## config.mk

```make
export PLATFORM = sky130hd
export DESIGN_NAME = bounded_sorted_key_set_flat
export DESIGN_NICKNAME = d
export VERILOG_FILES = /design/src/sv/bsks_pkg.sv /design/src/sv/bsks_if.sv /design/src/sv/bounded_sorted_key_set.sv /design/src/flat_wrapper.sv
export SDC_FILE = /design/constraint.sdc
export NUM_CORES = 1
export LEC_CHECK = 0
export BUFFER_PORTS_ARGS = -buffer_cell sky130_fd_sc_hd__buf_2
export CAP_MARGIN = 5
export CORE_MARGIN = 8
export CORE_UTILIZATION = 59
export CTS_BUF_LIST = sky130_fd_sc_hd__clkbuf_8
export CTS_CLUSTER_SIZE = 24
export DETAILED_ROUTE_END_ITERATION = 6
export PLACE_DENSITY = 0.8
export SYNTH_ARGS = -nofsm -noshare
export SYNTH_HDL_FRONTEND = slang
export SYNTH_SLANG_ARGS = --single-unit
```

## constraint.sdc

```tcl
create_clock -name clk -period 8.6 [get_ports clk]
set_input_delay 0.43 -clock clk [delete_from_list [all_inputs] [get_ports clk]]
set_output_delay 0.43 -clock clk [all_outputs]
set_load 0.01 [all_outputs]
```

## src/sv/bsks_pkg.sv

```systemverilog
// ----------------------------------------------------------------------------
// bsks_pkg
// Shared types and constants for the bounded sorted key set.
// ----------------------------------------------------------------------------
`default_nettype none

package bsks_pkg;

	// fixed field widths of the channels
	localparam int OpcodeBits = 2;
	localparam int KeyWidth   = 64;
	localparam int IndexBits  = 3;
	localparam int StatusBits = 3;
	localparam int CountBits  = 4;
	localparam int CapBits    = 4;

	// defaults for the top-level parameters
	localparam int DepthDefault   = 8;
	localparam int KeyBitsDefault = 64;

	localparam logic [CapBits-1:0] CapacityReset = CapBits'(8);

	// opcodes; the two remaining codes both decode as a read
	localparam logic [OpcodeBits-1:0] OpAdd  = OpcodeBits'(0);
	localparam logic [OpcodeBits-1:0] OpDrop = OpcodeBits'(1);

	typedef enum logic [StatusBits-1:0] {
		ST_ADDED    = 3'd0,
		ST_FULL     = 3'd1,
		ST_DUP      = 3'd2,
		ST_DROPPED  = 3'd3,
		ST_NOTFOUND = 3'd4,
		ST_READOK   = 3'd5,
		ST_RANGE    = 3'd6
	} status_t;

	typedef enum logic [3:0] {
		S_IDLE,
		S_SCAN_RD,
		S_SCAN_CMP,
		S_SHUP_RD,
		S_SHUP_WR,
		S_SHDN_RD,
		S_SHDN_WR,
		S_READ_RD,
		S_READ_OUT
	} state_t;

endpackage

`default_nettype wire

```

## src/sv/bsks_if.sv

```systemverilog
// ----------------------------------------------------------------------------
// bsks_cmd_if / bsks_res_if
// Valid/ready channels carrying commands into and results out of the set.
// ----------------------------------------------------------------------------
`default_nettype none

interface bsks_cmd_if;
	logic                               valid;
	logic                               ready;
	logic [bsks_pkg::OpcodeBits-1:0]    opcode;
	logic [bsks_pkg::KeyWidth-1:0]      key;
	logic [bsks_pkg::IndexBits-1:0]     index;

	modport source (output valid, output opcode, output key, output index, input ready);
	modport sink   (input valid, input opcode, input key, input index, output ready);
endinterface

interface bsks_res_if;
	logic                               valid;
	logic                               ready;
	logic [bsks_pkg::StatusBits-1:0]    status;
	logic [bsks_pkg::CountBits-1:0]     count;
	logic [bsks_pkg::KeyWidth-1:0]      entry;

	modport source (output valid, output status, output count, output entry, input ready);
	modport sink   (input valid, input status, input count, input entry, output ready);
endinterface

`default_nettype wire

```

## src/sv/bounded_sorted_key_set.sv

```systemverilog
// ----------------------------------------------------------------------------
// bounded_sorted_key_set
// Up to DEPTH distinct keys held in ascending unsigned order in a small RAM.
// ----------------------------------------------------------------------------
// One command per transfer, one result per command. A key RAM (one write,
// one registered read per cycle) and one key comparator are stepped by a
// sequencer, and cmd.ready is low while a command is in progress. A read in
// range fetches its entry and then returns it; a read out of range is refused
// at once, as is an add or drop refused at once (full, or drop on an empty
// set). Otherwise entries are scanned (the scan stops at the first entry not
// below the key); a duplicate or a missing key ends there, while an add or
// drop that goes ahead then shifts the entries behind that position. The RAM
// needs no clearing after reset: only entries below the count are ever used.
`default_nettype none

module bounded_sorted_key_set #(
	parameter int DEPTH    = bsks_pkg::DepthDefault,
	parameter int KEY_BITS = bsks_pkg::KeyBitsDefault
) (
	input  wire logic                          clk,
	input  wire logic                          arst_n,
	input  wire logic                          cfg_we,
	input  wire logic [bsks_pkg::CapBits-1:0]  cfg_wdata,
	bsks_cmd_if.sink                           cmd,
	bsks_res_if.source                         res
);

	localparam int AW = (DEPTH > 1) ? $clog2(DEPTH) : 1;
	localparam int CW = $clog2(DEPTH + 1);
	localparam int XW = (CW > bsks_pkg::CapBits) ? CW : bsks_pkg::CapBits;

	bsks_pkg::state_t state_q, state_d;

	logic [bsks_pkg::CapBits-1:0]    capacity_q;
	logic [XW-1:0]                   held_q;
	logic [XW-1:0]                   ptr_q;
	logic [XW-1:0]                   pos_q;
	logic [bsks_pkg::OpcodeBits-1:0] op_q;
	logic [KEY_BITS-1:0]             key_q;

	logic                            out_valid_q;
	bsks_pkg::status_t               status_q;
	logic [bsks_pkg::CountBits-1:0]  count_q;
	logic [bsks_pkg::KeyWidth-1:0]   entry_q;

	logic [KEY_BITS-1:0] mem [DEPTH];
	logic [KEY_BITS-1:0] rdata_q;

	logic                cmd_xfer;
	logic                full;
	logic                idx_ok;
	logic                is_add_in;
	logic                is_drop_in;
	logic                is_add;
	logic                key_eq;
	logic                key_gt;
	logic                scan_last;
	logic [XW-1:0]       idx_x;

	// sequencer outputs
	logic                mem_we;
	logic [AW-1:0]       waddr;
	logic [KEY_BITS-1:0] wdata;
	logic [AW-1:0]       raddr;
	logic                done;
	bsks_pkg::status_t   done_status;
	logic                held_inc;
	logic                held_dec;
	logic [XW-1:0]       held_upd;

	assign cmd.ready = (state_q == bsks_pkg::S_IDLE) && (!out_valid_q || res.ready);
	assign cmd_xfer  = cmd.valid && cmd.ready;

	assign res.valid  = out_valid_q;
	assign res.status = status_q;
	assign res.count  = count_q;
	assign res.entry  = entry_q;

	assign full       = (held_q >= XW'(capacity_q)) || (held_q >= XW'(DEPTH));
	assign idx_x      = XW'(cmd.index);
	assign idx_ok     = idx_x < held_q;
	assign is_add_in  = cmd.opcode == bsks_pkg::OpAdd;
	assign is_drop_in = cmd.opcode == bsks_pkg::OpDrop;
	assign is_add     = op_q == bsks_pkg::OpAdd;
	assign key_eq     = rdata_q == key_q;
	assign key_gt     = rdata_q > key_q;
	assign scan_last  = (ptr_q + XW'(1)) == held_q;

	// next state
	always_comb begin
		state_d = state_q;
		unique case (state_q)
			bsks_pkg::S_IDLE: begin
				if (cmd_xfer) begin
					priority if (is_add_in) begin
						if (full)
							state_d = bsks_pkg::S_IDLE;
						else if (held_q == '0)
							state_d = bsks_pkg::S_SHUP_RD;
						else
							state_d = bsks_pkg::S_SCAN_RD;
					end else if (is_drop_in) begin
						state_d = (held_q == '0) ? bsks_pkg::S_IDLE : bsks_pkg::S_SCAN_RD;
					end else begin
						state_d = idx_ok ? bsks_pkg::S_READ_RD : bsks_pkg::S_IDLE;
					end
				end
			end
			bsks_pkg::S_SCAN_RD:  state_d = bsks_pkg::S_SCAN_CMP;
			bsks_pkg::S_SCAN_CMP: begin
				priority if (key_eq)
					state_d = is_add ? bsks_pkg::S_IDLE : bsks_pkg::S_SHDN_RD;
				else if (key_gt || scan_last)
					state_d = is_add ? bsks_pkg::S_SHUP_RD : bsks_pkg::S_IDLE;
				else
					state_d = bsks_pkg::S_SCAN_RD;
			end
			bsks_pkg::S_SHUP_RD:
				state_d = (ptr_q == pos_q) ? bsks_pkg::S_IDLE : bsks_pkg::S_SHUP_WR;
			bsks_pkg::S_SHUP_WR:  state_d = bsks_pkg::S_SHUP_RD;
			bsks_pkg::S_SHDN_RD:
				state_d = ((ptr_q + XW'(1)) >= held_q) ? bsks_pkg::S_IDLE
				                                       : bsks_pkg::S_SHDN_WR;
			bsks_pkg::S_SHDN_WR:  state_d = bsks_pkg::S_SHDN_RD;
			bsks_pkg::S_READ_RD:  state_d = bsks_pkg::S_READ_OUT;
			bsks_pkg::S_READ_OUT: state_d = bsks_pkg::S_IDLE;
			default:              state_d = bsks_pkg::S_IDLE;
		endcase
	end

	// sequencer outputs
	always_comb begin
		mem_we      = 1'b0;
		waddr       = ptr_q[AW-1:0];
		wdata       = rdata_q;
		raddr       = ptr_q[AW-1:0];
		done        = 1'b0;
		done_status = bsks_pkg::ST_READOK;
		held_inc    = 1'b0;
		held_dec    = 1'b0;
		unique case (state_q)
			bsks_pkg::S_IDLE: begin
				raddr = idx_x[AW-1:0];
				if (cmd_xfer) begin
					priority if (is_add_in) begin
						if (full) begin
							done        = 1'b1;
							done_status = bsks_pkg::ST_FULL;
						end
					end else if (is_drop_in) begin
						if (held_q == '0) begin
							done        = 1'b1;
							done_status = bsks_pkg::ST_NOTFOUND;
						end
					end else begin
						if (!idx_ok) begin
							done        = 1'b1;
							done_status = bsks_pkg::ST_RANGE;
						end
					end
				end
			end
			bsks_pkg::S_SCAN_CMP: begin
				priority if (key_eq) begin
					if (is_add) begin
						done        = 1'b1;
						done_status = bsks_pkg::ST_DUP;
					end
				end else if (key_gt || scan_last) begin
					if (!is_add) begin
						done        = 1'b1;
						done_status = bsks_pkg::ST_NOTFOUND;
					end
				end
			end
			bsks_pkg::S_SHUP_RD: begin
				raddr = ptr_q[AW-1:0] - AW'(1);
				if (ptr_q == pos_q) begin
					mem_we      = 1'b1;
					waddr       = pos_q[AW-1:0];
					wdata       = key_q;
					done        = 1'b1;
					done_status = bsks_pkg::ST_ADDED;
					held_inc    = 1'b1;
				end
			end
			bsks_pkg::S_SHUP_WR: mem_we = 1'b1;
			bsks_pkg::S_SHDN_RD: begin
				raddr = ptr_q[AW-1:0] + AW'(1);
				if ((ptr_q + XW'(1)) >= held_q) begin
					done        = 1'b1;
					done_status = bsks_pkg::ST_DROPPED;
					held_dec    = 1'b1;
				end
			end
			bsks_pkg::S_SHDN_WR: mem_we = 1'b1;
			bsks_pkg::S_READ_OUT: begin
				done        = 1'b1;
				done_status = bsks_pkg::ST_READOK;
			end
			default: begin
			end
		endcase
	end

	assign held_upd = held_q + XW'(held_inc) - XW'(held_dec);

	// key RAM: one write port, one registered read port
	always_ff @(posedge clk) begin
		if (mem_we)
			mem[waddr] <= wdata;
		rdata_q <= mem[raddr];
	end

	always_ff @(posedge clk or negedge arst_n) begin
		if (!arst_n) begin
			state_q     <= bsks_pkg::S_IDLE;
			capacity_q  <= bsks_pkg::CapacityReset;
			held_q      <= '0;
			out_valid_q <= 1'b0;
		end else begin
			state_q <= state_d;
			if (cfg_we)
				capacity_q <= cfg_wdata;
			held_q <= held_upd;
			if (done)
				out_valid_q <= 1'b1;
			else if (res.ready)
				out_valid_q <= 1'b0;
		end
	end

	// command and pointer registers; a read keeps its index in the pointer
	always_ff @(posedge clk) begin
		if (cmd_xfer) begin
			op_q  <= cmd.opcode;
			key_q <= cmd.key[KEY_BITS-1:0];
			ptr_q <= (is_add_in || is_drop_in) ? '0 : idx_x;
			pos_q <= '0;
		end
		unique case (state_q)
			bsks_pkg::S_SCAN_CMP: begin
				priority if (key_eq) begin
					ptr_q <= ptr_q;
				end else if (key_gt) begin
					pos_q <= ptr_q;
					ptr_q <= held_q;
				end else if (scan_last) begin
					pos_q <= held_q;
					ptr_q <= held_q;
				end else begin
					ptr_q <= ptr_q + XW'(1);
				end
			end
			bsks_pkg::S_SHUP_WR: ptr_q <= ptr_q - XW'(1);
			bsks_pkg::S_SHDN_WR: ptr_q <= ptr_q + XW'(1);
			default: begin
			end
		endcase
		if (done) begin
			status_q <= done_status;
			count_q  <= bsks_pkg::CountBits'(held_upd);
			if (state_q == bsks_pkg::S_READ_OUT)
				entry_q <= bsks_pkg::KeyWidth'(rdata_q);
			else
				entry_q <= '0;
		end
	end

endmodule

`default_nettype wire

```

## src/flat_wrapper.sv

```systemverilog
// flat-port wrapper written by rule: the top's interface ports become plain ports
module bounded_sorted_key_set_flat 
#(
	parameter int DEPTH    = bsks_pkg::DepthDefault,
	parameter int KEY_BITS = bsks_pkg::KeyBitsDefault
)
  (clk, arst_n, cfg_we, cfg_wdata, cmd_valid, cmd_opcode, cmd_key, cmd_index, cmd_ready, res_valid, res_status, res_count, res_entry, res_ready);
  bsks_cmd_if cmd_i ();
  bsks_res_if res_i ();
  input  wire logic clk;
  input  wire logic arst_n;
  input  wire logic cfg_we;
  input  wire logic [bsks_pkg::CapBits-1:0] cfg_wdata;
  input wire logic [$bits(cmd_i.valid)-1:0] cmd_valid;
  input wire logic [$bits(cmd_i.opcode)-1:0] cmd_opcode;
  input wire logic [$bits(cmd_i.key)-1:0] cmd_key;
  input wire logic [$bits(cmd_i.index)-1:0] cmd_index;
  output wire logic [$bits(cmd_i.ready)-1:0] cmd_ready;
  output wire logic [$bits(res_i.valid)-1:0] res_valid;
  output wire logic [$bits(res_i.status)-1:0] res_status;
  output wire logic [$bits(res_i.count)-1:0] res_count;
  output wire logic [$bits(res_i.entry)-1:0] res_entry;
  input wire logic [$bits(res_i.ready)-1:0] res_ready;
  assign cmd_i.valid = cmd_valid;
  assign cmd_i.opcode = cmd_opcode;
  assign cmd_i.key = cmd_key;
  assign cmd_i.index = cmd_index;
  assign cmd_ready = cmd_i.ready;
  assign res_valid = res_i.valid;
  assign res_status = res_i.status;
  assign res_count = res_i.count;
  assign res_entry = res_i.entry;
  assign res_i.ready = res_ready;
  bounded_sorted_key_set #(.DEPTH(DEPTH), .KEY_BITS(KEY_BITS)) u_core (.clk(clk), .arst_n(arst_n), .cfg_we(cfg_we), .cfg_wdata(cfg_wdata), .cmd(cmd_i), .res(res_i));
endmodule
```

==> flow_summary.json, run 1 <==
{
  "slew_headroom": 0.201,
  "yosysWarnings": 0,
  "min_path_type": "input port to flip-flop",
  "syn_nets": 2215,
  "gp_congestion": 0.907,
  "grt_start_max_net_pins": 221,
  "firstDrtPassIters": 5,
  "yosys.area_share.simple": 0.0618,
  "synth_cell_types": 59,
  "detail-route-antenna-nets": 0,
  "synth_ff_type": "edfxtp_1",
  "synth_seq_cells": 734,
  "holdWs_ns": 0.0956,
  "die_y_um": 242,
  "totalWireLength_um": 65000,
  "finalMaxSlewViolations": 0,
  "critPathLaunch": "u_core.ptr_q[0]",
  "peakVddDrop_mv": 0.443,
  "synth_top_area_frac": 0.651,
  "async_reset_ff_frac": 0.0177,
  "syn_to_final_growth_pct": 14.6,
  "rsz0062_at_grt": "false",
  "start_util": 0.599,
  "reg2reg_setup_slack_ns": 3.71,
  "muxShareOfSynthArea": 0.0928,
  "grt_pass1_wl_um": 101000,
  "hpwl_um": 37500,
  "grt_pass1_vias": 18200,
  "startpoint_type": "flip-flop",
  "fmax_mhz": 204,
  "core_sq_mm": 0.0503,
  "clock_latency_ns": 0.69,
  "reg2reg_depth": 7,
  "end_kind": "flip-flop",
  "yosys-top-cells-count": "653 x edfxtp_1, 169 x nand2_1, 133 x mux2i_1, 132 x o21ai_0, 130 x mux2_2",
  "finalClockSkew_ns": 0.0320,
  "num_vias": 17700,
  "worstPathMaxFanout": 58,
  "overflow": 0,
  "cts_sinks": 734,
  "io_pins": 151,
  "synth_xor_area_frac": 0.00378,
  "drv_cap": 0,
  "yosys-top-cells-area": "edfxtp_1 65%, mux2_2 4.9%, dfxtp_1 4.5%, mux2i_1 4.4%, ha_1 3.4%",
  "crit_arrival_ns": 5.19,
  "final_util": 0.686,
  "syn_area_sq_mm": 0.0301,
  "reg2reg_to": "u_core.mem[5][62]",
  "io_buffers": 150,
  "drc_errors": 0,
  "final_layout_size_suffix_gt1_frac": 0.195,
  "cellPowerDensity_mw_per_mm2": 372,
  "wire_per_inst_um": 21.1,
  "htreeDepth": 3,
  "clk_pin_slew_ns": 0.06,
  "worstMarginPinSlew_ns": 1.20,
  "path_class": "flip-flop to flip-flop",
  "status": "finished, final reports clean",
  "antenna_found_initial": 1,
  "leakage_nw": 13.2,
  "via_per_inst": 5.72,
  "endpoint": "u_core.mem[5][62]",
  "die_area_sq_mm": 0.0585,
  "std_cell_rows": 82,
  "synth_cells": 2053,
  "ys_seq_area_frac": 0.707,
  "critPathRequiredTime_ns": 8.89,
  "die-width_um": 242,
  "cts-root-buf": "clkbuf_8",
  "hold_viol": 0,
  "groute.usage.overall": 0.218,
  "final_nets": 2478,
  "min_period_over_period": 0.569,
  "numCtsBuffers": 113,
  "synth_largest_area_cell": "edfxtp_1",
  "final.setup.tns_ns": 0,
  "cts_tree": "done",
  "first_iter_violations": 1633,
  "reg2reg_from": "u_core.ptr_q[0]",
  "ctsLongestPathBuffers": 3,
  "fin_crit_ns": 4.89,
  "synth.avg_cell_area_sq_um": 14.7,
  "cts_resized": 0,
  "synth_edf_count": 653,
  "synth.most_common_cell": "edfxtp_1",
  "synth-compound-area-share": 0.0720,
  "synth_top_family_by_area": "multiplexers",
  "synth-adder-area-share": 0.0354,
  "final-setup-viol-count": 0
}
==> cell families after synthesis <==
group | count (synthesis)
buffers and inverters | 189
adders and majority gates | 84
DFF | 734
AOI/OAI and AO/OA | 369
muxes | 263
xor gates and xnor gates | 13
and+or+nand+nor | 401
==> registers in the layout, indices dropped and copies added (netlist names) <==
register	count
u_core.rdata_q	64
u_core.state_q	4
u_core.op_q	2
u_core.res.count	4
u_core.capacity_q	4
u_core.res.valid	1
u_core.ptr_q	4
u_core.res.status	3
u_core.res.entry	64
u_core.key_q	64
u_core.held_q	4
u_core.mem	512
u_core.pos_q	4
==> layout by cell type, fill, tap and decap left out, types with 3 or more instances in the layout <==
cell	Yosys	layout
edfxtp_1	653	653
nand2_1	169	167
buf_2	17	150
inv_1	87	149
clkbuf_8	0	134
mux2i_1	133	133
o21ai_0	132	132
mux2_2	130	130
a21oi_1	104	104
nor2_1	94	88
ha_1	82	82
dlygate4sd3_1	0	76
o211ai_1	68	68
dfxtp_1	68	68
and2_1	66	66
buf_4	12	22
o21ai_1	21	21
nand4_1	16	16
nand3_1	13	13
dfrtp_1	12	12
nor4_1	9	9
xor2_1	8	8
clkinv_2	0	8
nor3_1	8	6
a21o_1	6	6
nor2_4	0	6
xnor2_1	5	5
and3_1	5	5
clkinv_1	0	5
nand2b_1	4	4
a32o_1	4	4
and4_1	3	3
a2111oi_0	3	3
a221oi_1	5	3
a31oi_1	3	3
a311o_1	3	3
==> final cells by class <==
class,instances,area [sq um]
Sequential cell,734,21300
Clock inverter,79,344
Tap cell,672,841
Clock buffer,134,1840
Multi-Input combinational cell,1130,8120
Antenna cell,1,2.50
Inverter,87,328
Fill cell,3270,15800
Timing Repair Buffer,250,1720
==> per-layer routing <==
metal | GRT usage | wire length, um | up-vias
met1 | 0.284 | 27600 | 8646
li1 | - | - | 8230
met2 | 0.361 | 31600 | 638
met5 | 0 | 0 | -
met4 | 0.0908 | 2080 | 0
met3 | 0.0380 | 3720 | 138
==> stage by stage <==
| step | setup slack (ns) | cells | power (mW) | area [sq um] |
|---|---|---|---|---|
| 2_1_floorplan | 1.93 | 2053 | 8.81 | 30100 |
| 3_3_place_gp | 3.89 | 2797 | 9.91 | 31500 |
| 3_5_place_dp | 3.79 | 2797 | 10.1 | 31500 |
| 4_1_cts | 3.73 | 3086 | 12.9 | 34500 |
| 5_1_grt | 3.51 | 3087 | 13.6 | 34500 |
| 6_report | 3.71 | 3087 | 12.8 | 34500 |
==> worst max-delay path, stage by stage (launching register included) <==
cell and delay (ns):
edfxtp_1 0.64, xor2_1 0.26, nor4_1 0.75, nand2_4 0.50, inv_1 0.36, o21ai_0 0.43
nor2_4 0.78, buf_4 0.74
==> power breakdown <==
group	internal (mW)	leakage (nW)	switching [mW]
logic	1.79	5.13	3.02
clock network	1.44	1.35	1.29
registers	4.99	6.69	0.316
total	8.21	13.2	4.63
==> how the worst min path moves through the flow <==
stage / from / to / slack, ns / cells past startpoint
2_1_floorplan: arst_n / u_core.capacity_q[0] / 0.13 / 0
3_3_place_gp: arst_n / u_core.res.valid / 0.34 / 1
3_5_place_dp: arst_n / u_core.res.valid / 0.35 / 1
4_1_cts: cfg_we / u_core.capacity_q[0] / 0.006 / 2
5_1_grt: cfg_we / u_core.capacity_q[0] / 0.07 / 2
6_report: cfg_we / u_core.capacity_q[0] / 0.1 / 2
==> what timing repair did <==
action                    CTS  global route
buffers inserted            0             0
hold endpoints to repair   84             0
hold buffers               76             0
Power figures use the tool's default switching activity.
==> inputs of run 2 (changes only) <==
--- a/config.mk
+++ b/config.mk
@@ -8,11 +8,11 @@
 export BUFFER_PORTS_ARGS = -buffer_cell sky130_fd_sc_hd__buf_2
 export CAP_MARGIN = 5
 export CORE_MARGIN = 8
-export CORE_UTILIZATION = 59
+export CORE_UTILIZATION = 57
 export CTS_BUF_LIST = sky130_fd_sc_hd__clkbuf_8
 export CTS_CLUSTER_SIZE = 24
 export DETAILED_ROUTE_END_ITERATION = 6
-export PLACE_DENSITY = 0.8
+export PLACE_DENSITY = 0.81
 export SYNTH_ARGS = -nofsm -noshare
 export SYNTH_HDL_FRONTEND = slang
 export SYNTH_SLANG_ARGS = --single-unit
==> constraint.sdc (replaced) <==
create_clock -name clk -period 4.4 [get_ports clk]
set_input_delay 0.22 -clock clk [delete_from_list [all_inputs] [get_ports clk]]
set_output_delay 0.22 -clock clk [all_outputs]
set_load 0.01 [all_outputs]
==> flow_summary.json, run 2 (synthesis gave the netlist of run 1 again) <==
{
  "firstDrtPassIters": 5,
  "num_vias": 17900,
  "min_to": "u_core.ptr_q[0]",
  "totalWireLength_um": 66800,
  "startpoint_type": "flip-flop",
  "clockPowerShare": 0.223,
  "reg2reg_setup_slack_ns": 0.31,
  "crit_chain": "inv_1 > ha_1 > nand4_1 > nor3_2 > nand3_1 > a31oi_1 > a211oi_1 > a21boi_0 > o21ai_0 > nand2_4 > buf_4",
  "status": "finished, final reports clean",
  "cts_tree": "done",
  "largest_reg_flops": 512,
  "reg2reg_from": "u_core.key_q[55]",
  "cts_sinks": 734,
  "detail-route-antenna-nets": 0,
  "io_buffers": 150,
  "via_per_inst": 5.72,
  "cts-root-buf": "clkbuf_8",
  "path_buf_inv": 2,
  "numCtsBuffers": 112,
  "p_seq_frac": 0.404,
  "core_sq_mm": 0.0524,
  "die-width_um": 246,
  "hpwl_um": 39900,
  "crit_slowest_cell": "nor3_2",
  "p_sw_frac": 0.356,
  "first_iter_violations": 1613,
  "overflow": 0,
  "min_from": "cmd_index[0]",
  "path_class": "flip-flop to flip-flop",
  "groute.usage.overall": 0.218,
  "worstPathMaxFanout": 19,
  "ctsLongestPathBuffers": 3,
  "syn_to_final_growth_pct": 16.9,
  "fin_crit_ns": 4.09,
  "final_layout_size_suffix_gt1_frac": 0.212,
  "min_period_over_period": 0.930,
  "rsz0062_at_grt": "false",
  "final.setup.tns_ns": 0,
  "slew_headroom": 0.168,
  "clk_pin_slew_ns": 0.07,
  "die_y_um": 246,
  "top_register": "u_core.mem",
  "die_area_sq_mm": 0.0604,
  "gp_congestion": 0.920,
  "grt_start_max_net_pins": 177,
  "crit_arrival_ns": 4.46,
  "htreeDepth": 3,
  "final_common_cell": "edfxtp_1",
  "cellPowerDensity_mw_per_mm2": 729,
  "leakage_nw": 13.4,
  "io_pins": 151,
  "final-setup-viol-count": 0,
  "reg2reg_depth": 11,
  "slowest_delay_ns": 0.59,
  "reg2reg_to": "u_core.res.entry[56]",
  "critPathRequiredTime_ns": 4.77,
  "grt_pass1_wl_um": 103000,
  "min_delay_path_depth": 4,
  "end_kind": "flip-flop",
  "critPathTopFamily": "simple AND/OR/NAND/NOR gates",
  "p_int_mw": 16.5,
  "final_nets": 2512,
  "wire_per_inst_um": 21.3,
  "start_util": 0.574,
  "pwr-share-comb": 0.374,
  "clock_latency_ns": 0.72,
  "peakVddDrop_mv": 0.635,
  "most-common-layout-cells": "653 x edfxtp_1, 167 x nand2_1, 150 x buf_2",
  "worstMarginPinSlew_ns": 1.23,
  "antenna_found_initial": 1,
  "fmax_mhz": 244,
  "final_util": 0.671,
  "drc_errors": 0,
  "switchingPower_mw": 9.14,
  "min_path_type": "input port to flip-flop",
  "hold_viol": 0,
  "finalMaxSlewViolations": 0,
  "grt_pass1_vias": 18300,
  "drv_cap": 0,
  "std_cell_rows": 84,
  "finalClockSkew_ns": 0.0518
}
==> run 2: cell type report <==
| type | instances | area, sq um |
|---|---|---|
| Timing Repair Buffer | 285 | 2260 |
| Antenna cell | 1 | 2.50 |
| Clock inverter | 81 | 534 |
| Multi-Input combinational cell | 1130 | 8140 |
| Inverter | 87 | 330 |
| Sequential cell | 734 | 21300 |
| Tap cell | 688 | 861 |
| Clock buffer | 130 | 1790 |
| Fill cell | 3385 | 17200 |
==> run 2: power groups by stage <==
stage	clock (mW)	combinational, mW	sequential, mW
finish	5.71	9.59	10.4
global route	6.11	10.5	10.5
global placement	0	9.13	10.4
floorplan	0	6.83	10.4
detailed placement	0	9.42	10.5
CTS	5.80	9.55	10.3
==> run 2: timing repair <==
item | CTS | global route
gates resized for setup | 0 | 1
buffers inserted | 0 | 0
setup endpoints to repair | 0 | 57
hold buffers | 82 | 0
endpoints found under the hold margin | 87 | 0
==> run 2: per-stage QoR <==
step / hold slack, ns / worst slack (ns) / instance area [sq um] / power (mW) / instances
6_report: 0.0949 / 0.307 / 35200 / 25.7 / 3136
5_1_grt: 0.0745 / 0.201 / 35200 / 27.1 / 3136
4_1_cts: 0.0150 / 0.122 / 35200 / 25.7 / 3135
3_5_place_dp: 0.130 / 0.146 / 32100 / 19.9 / 2842
3_3_place_gp: 0.125 / 0.288 / 32100 / 19.5 / 2842
2_1_floorplan: -0.0756 / -0.586 / 30100 / 17.2 / 2053
==> run 2: worst max path at each step <==
| stage | cells past startpoint | slack, ns | to | startpoint |
|---|---|---|---|---|
| finish | 11 | 0.31 | u_core.res.entry[56] | u_core.key_q[55] |
| global placement | 11 | 0.29 | u_core.res.entry[46] | u_core.key_q[55] |
| global route | 11 | 0.20 | u_core.res.entry[0] | u_core.key_q[55] |
| floorplan | 7 | -0.59 | u_core.mem[1][0] | u_core.ptr_q[0] |
| CTS | 11 | 0.12 | u_core.res.entry[56] | u_core.key_q[55] |
| detailed placement | 11 | 0.15 | u_core.res.entry[46] | u_core.key_q[55] |
==> run 2: per-layer routing <==
metal	vias up	track usage	wire, um
met3	128	0.0399	4480
met2	658	0.358	32300
met4	0	0.0836	1910
met5	-	0	0
met1	8847	0.288	28100
li1	8313	-	-
==> run 2: worst min-delay path, cell delays in order <==
cell and delay (ns):
buf_2 0.14, a22oi_1 0.10, o21ai_0 0.08, a311o_1 0.13
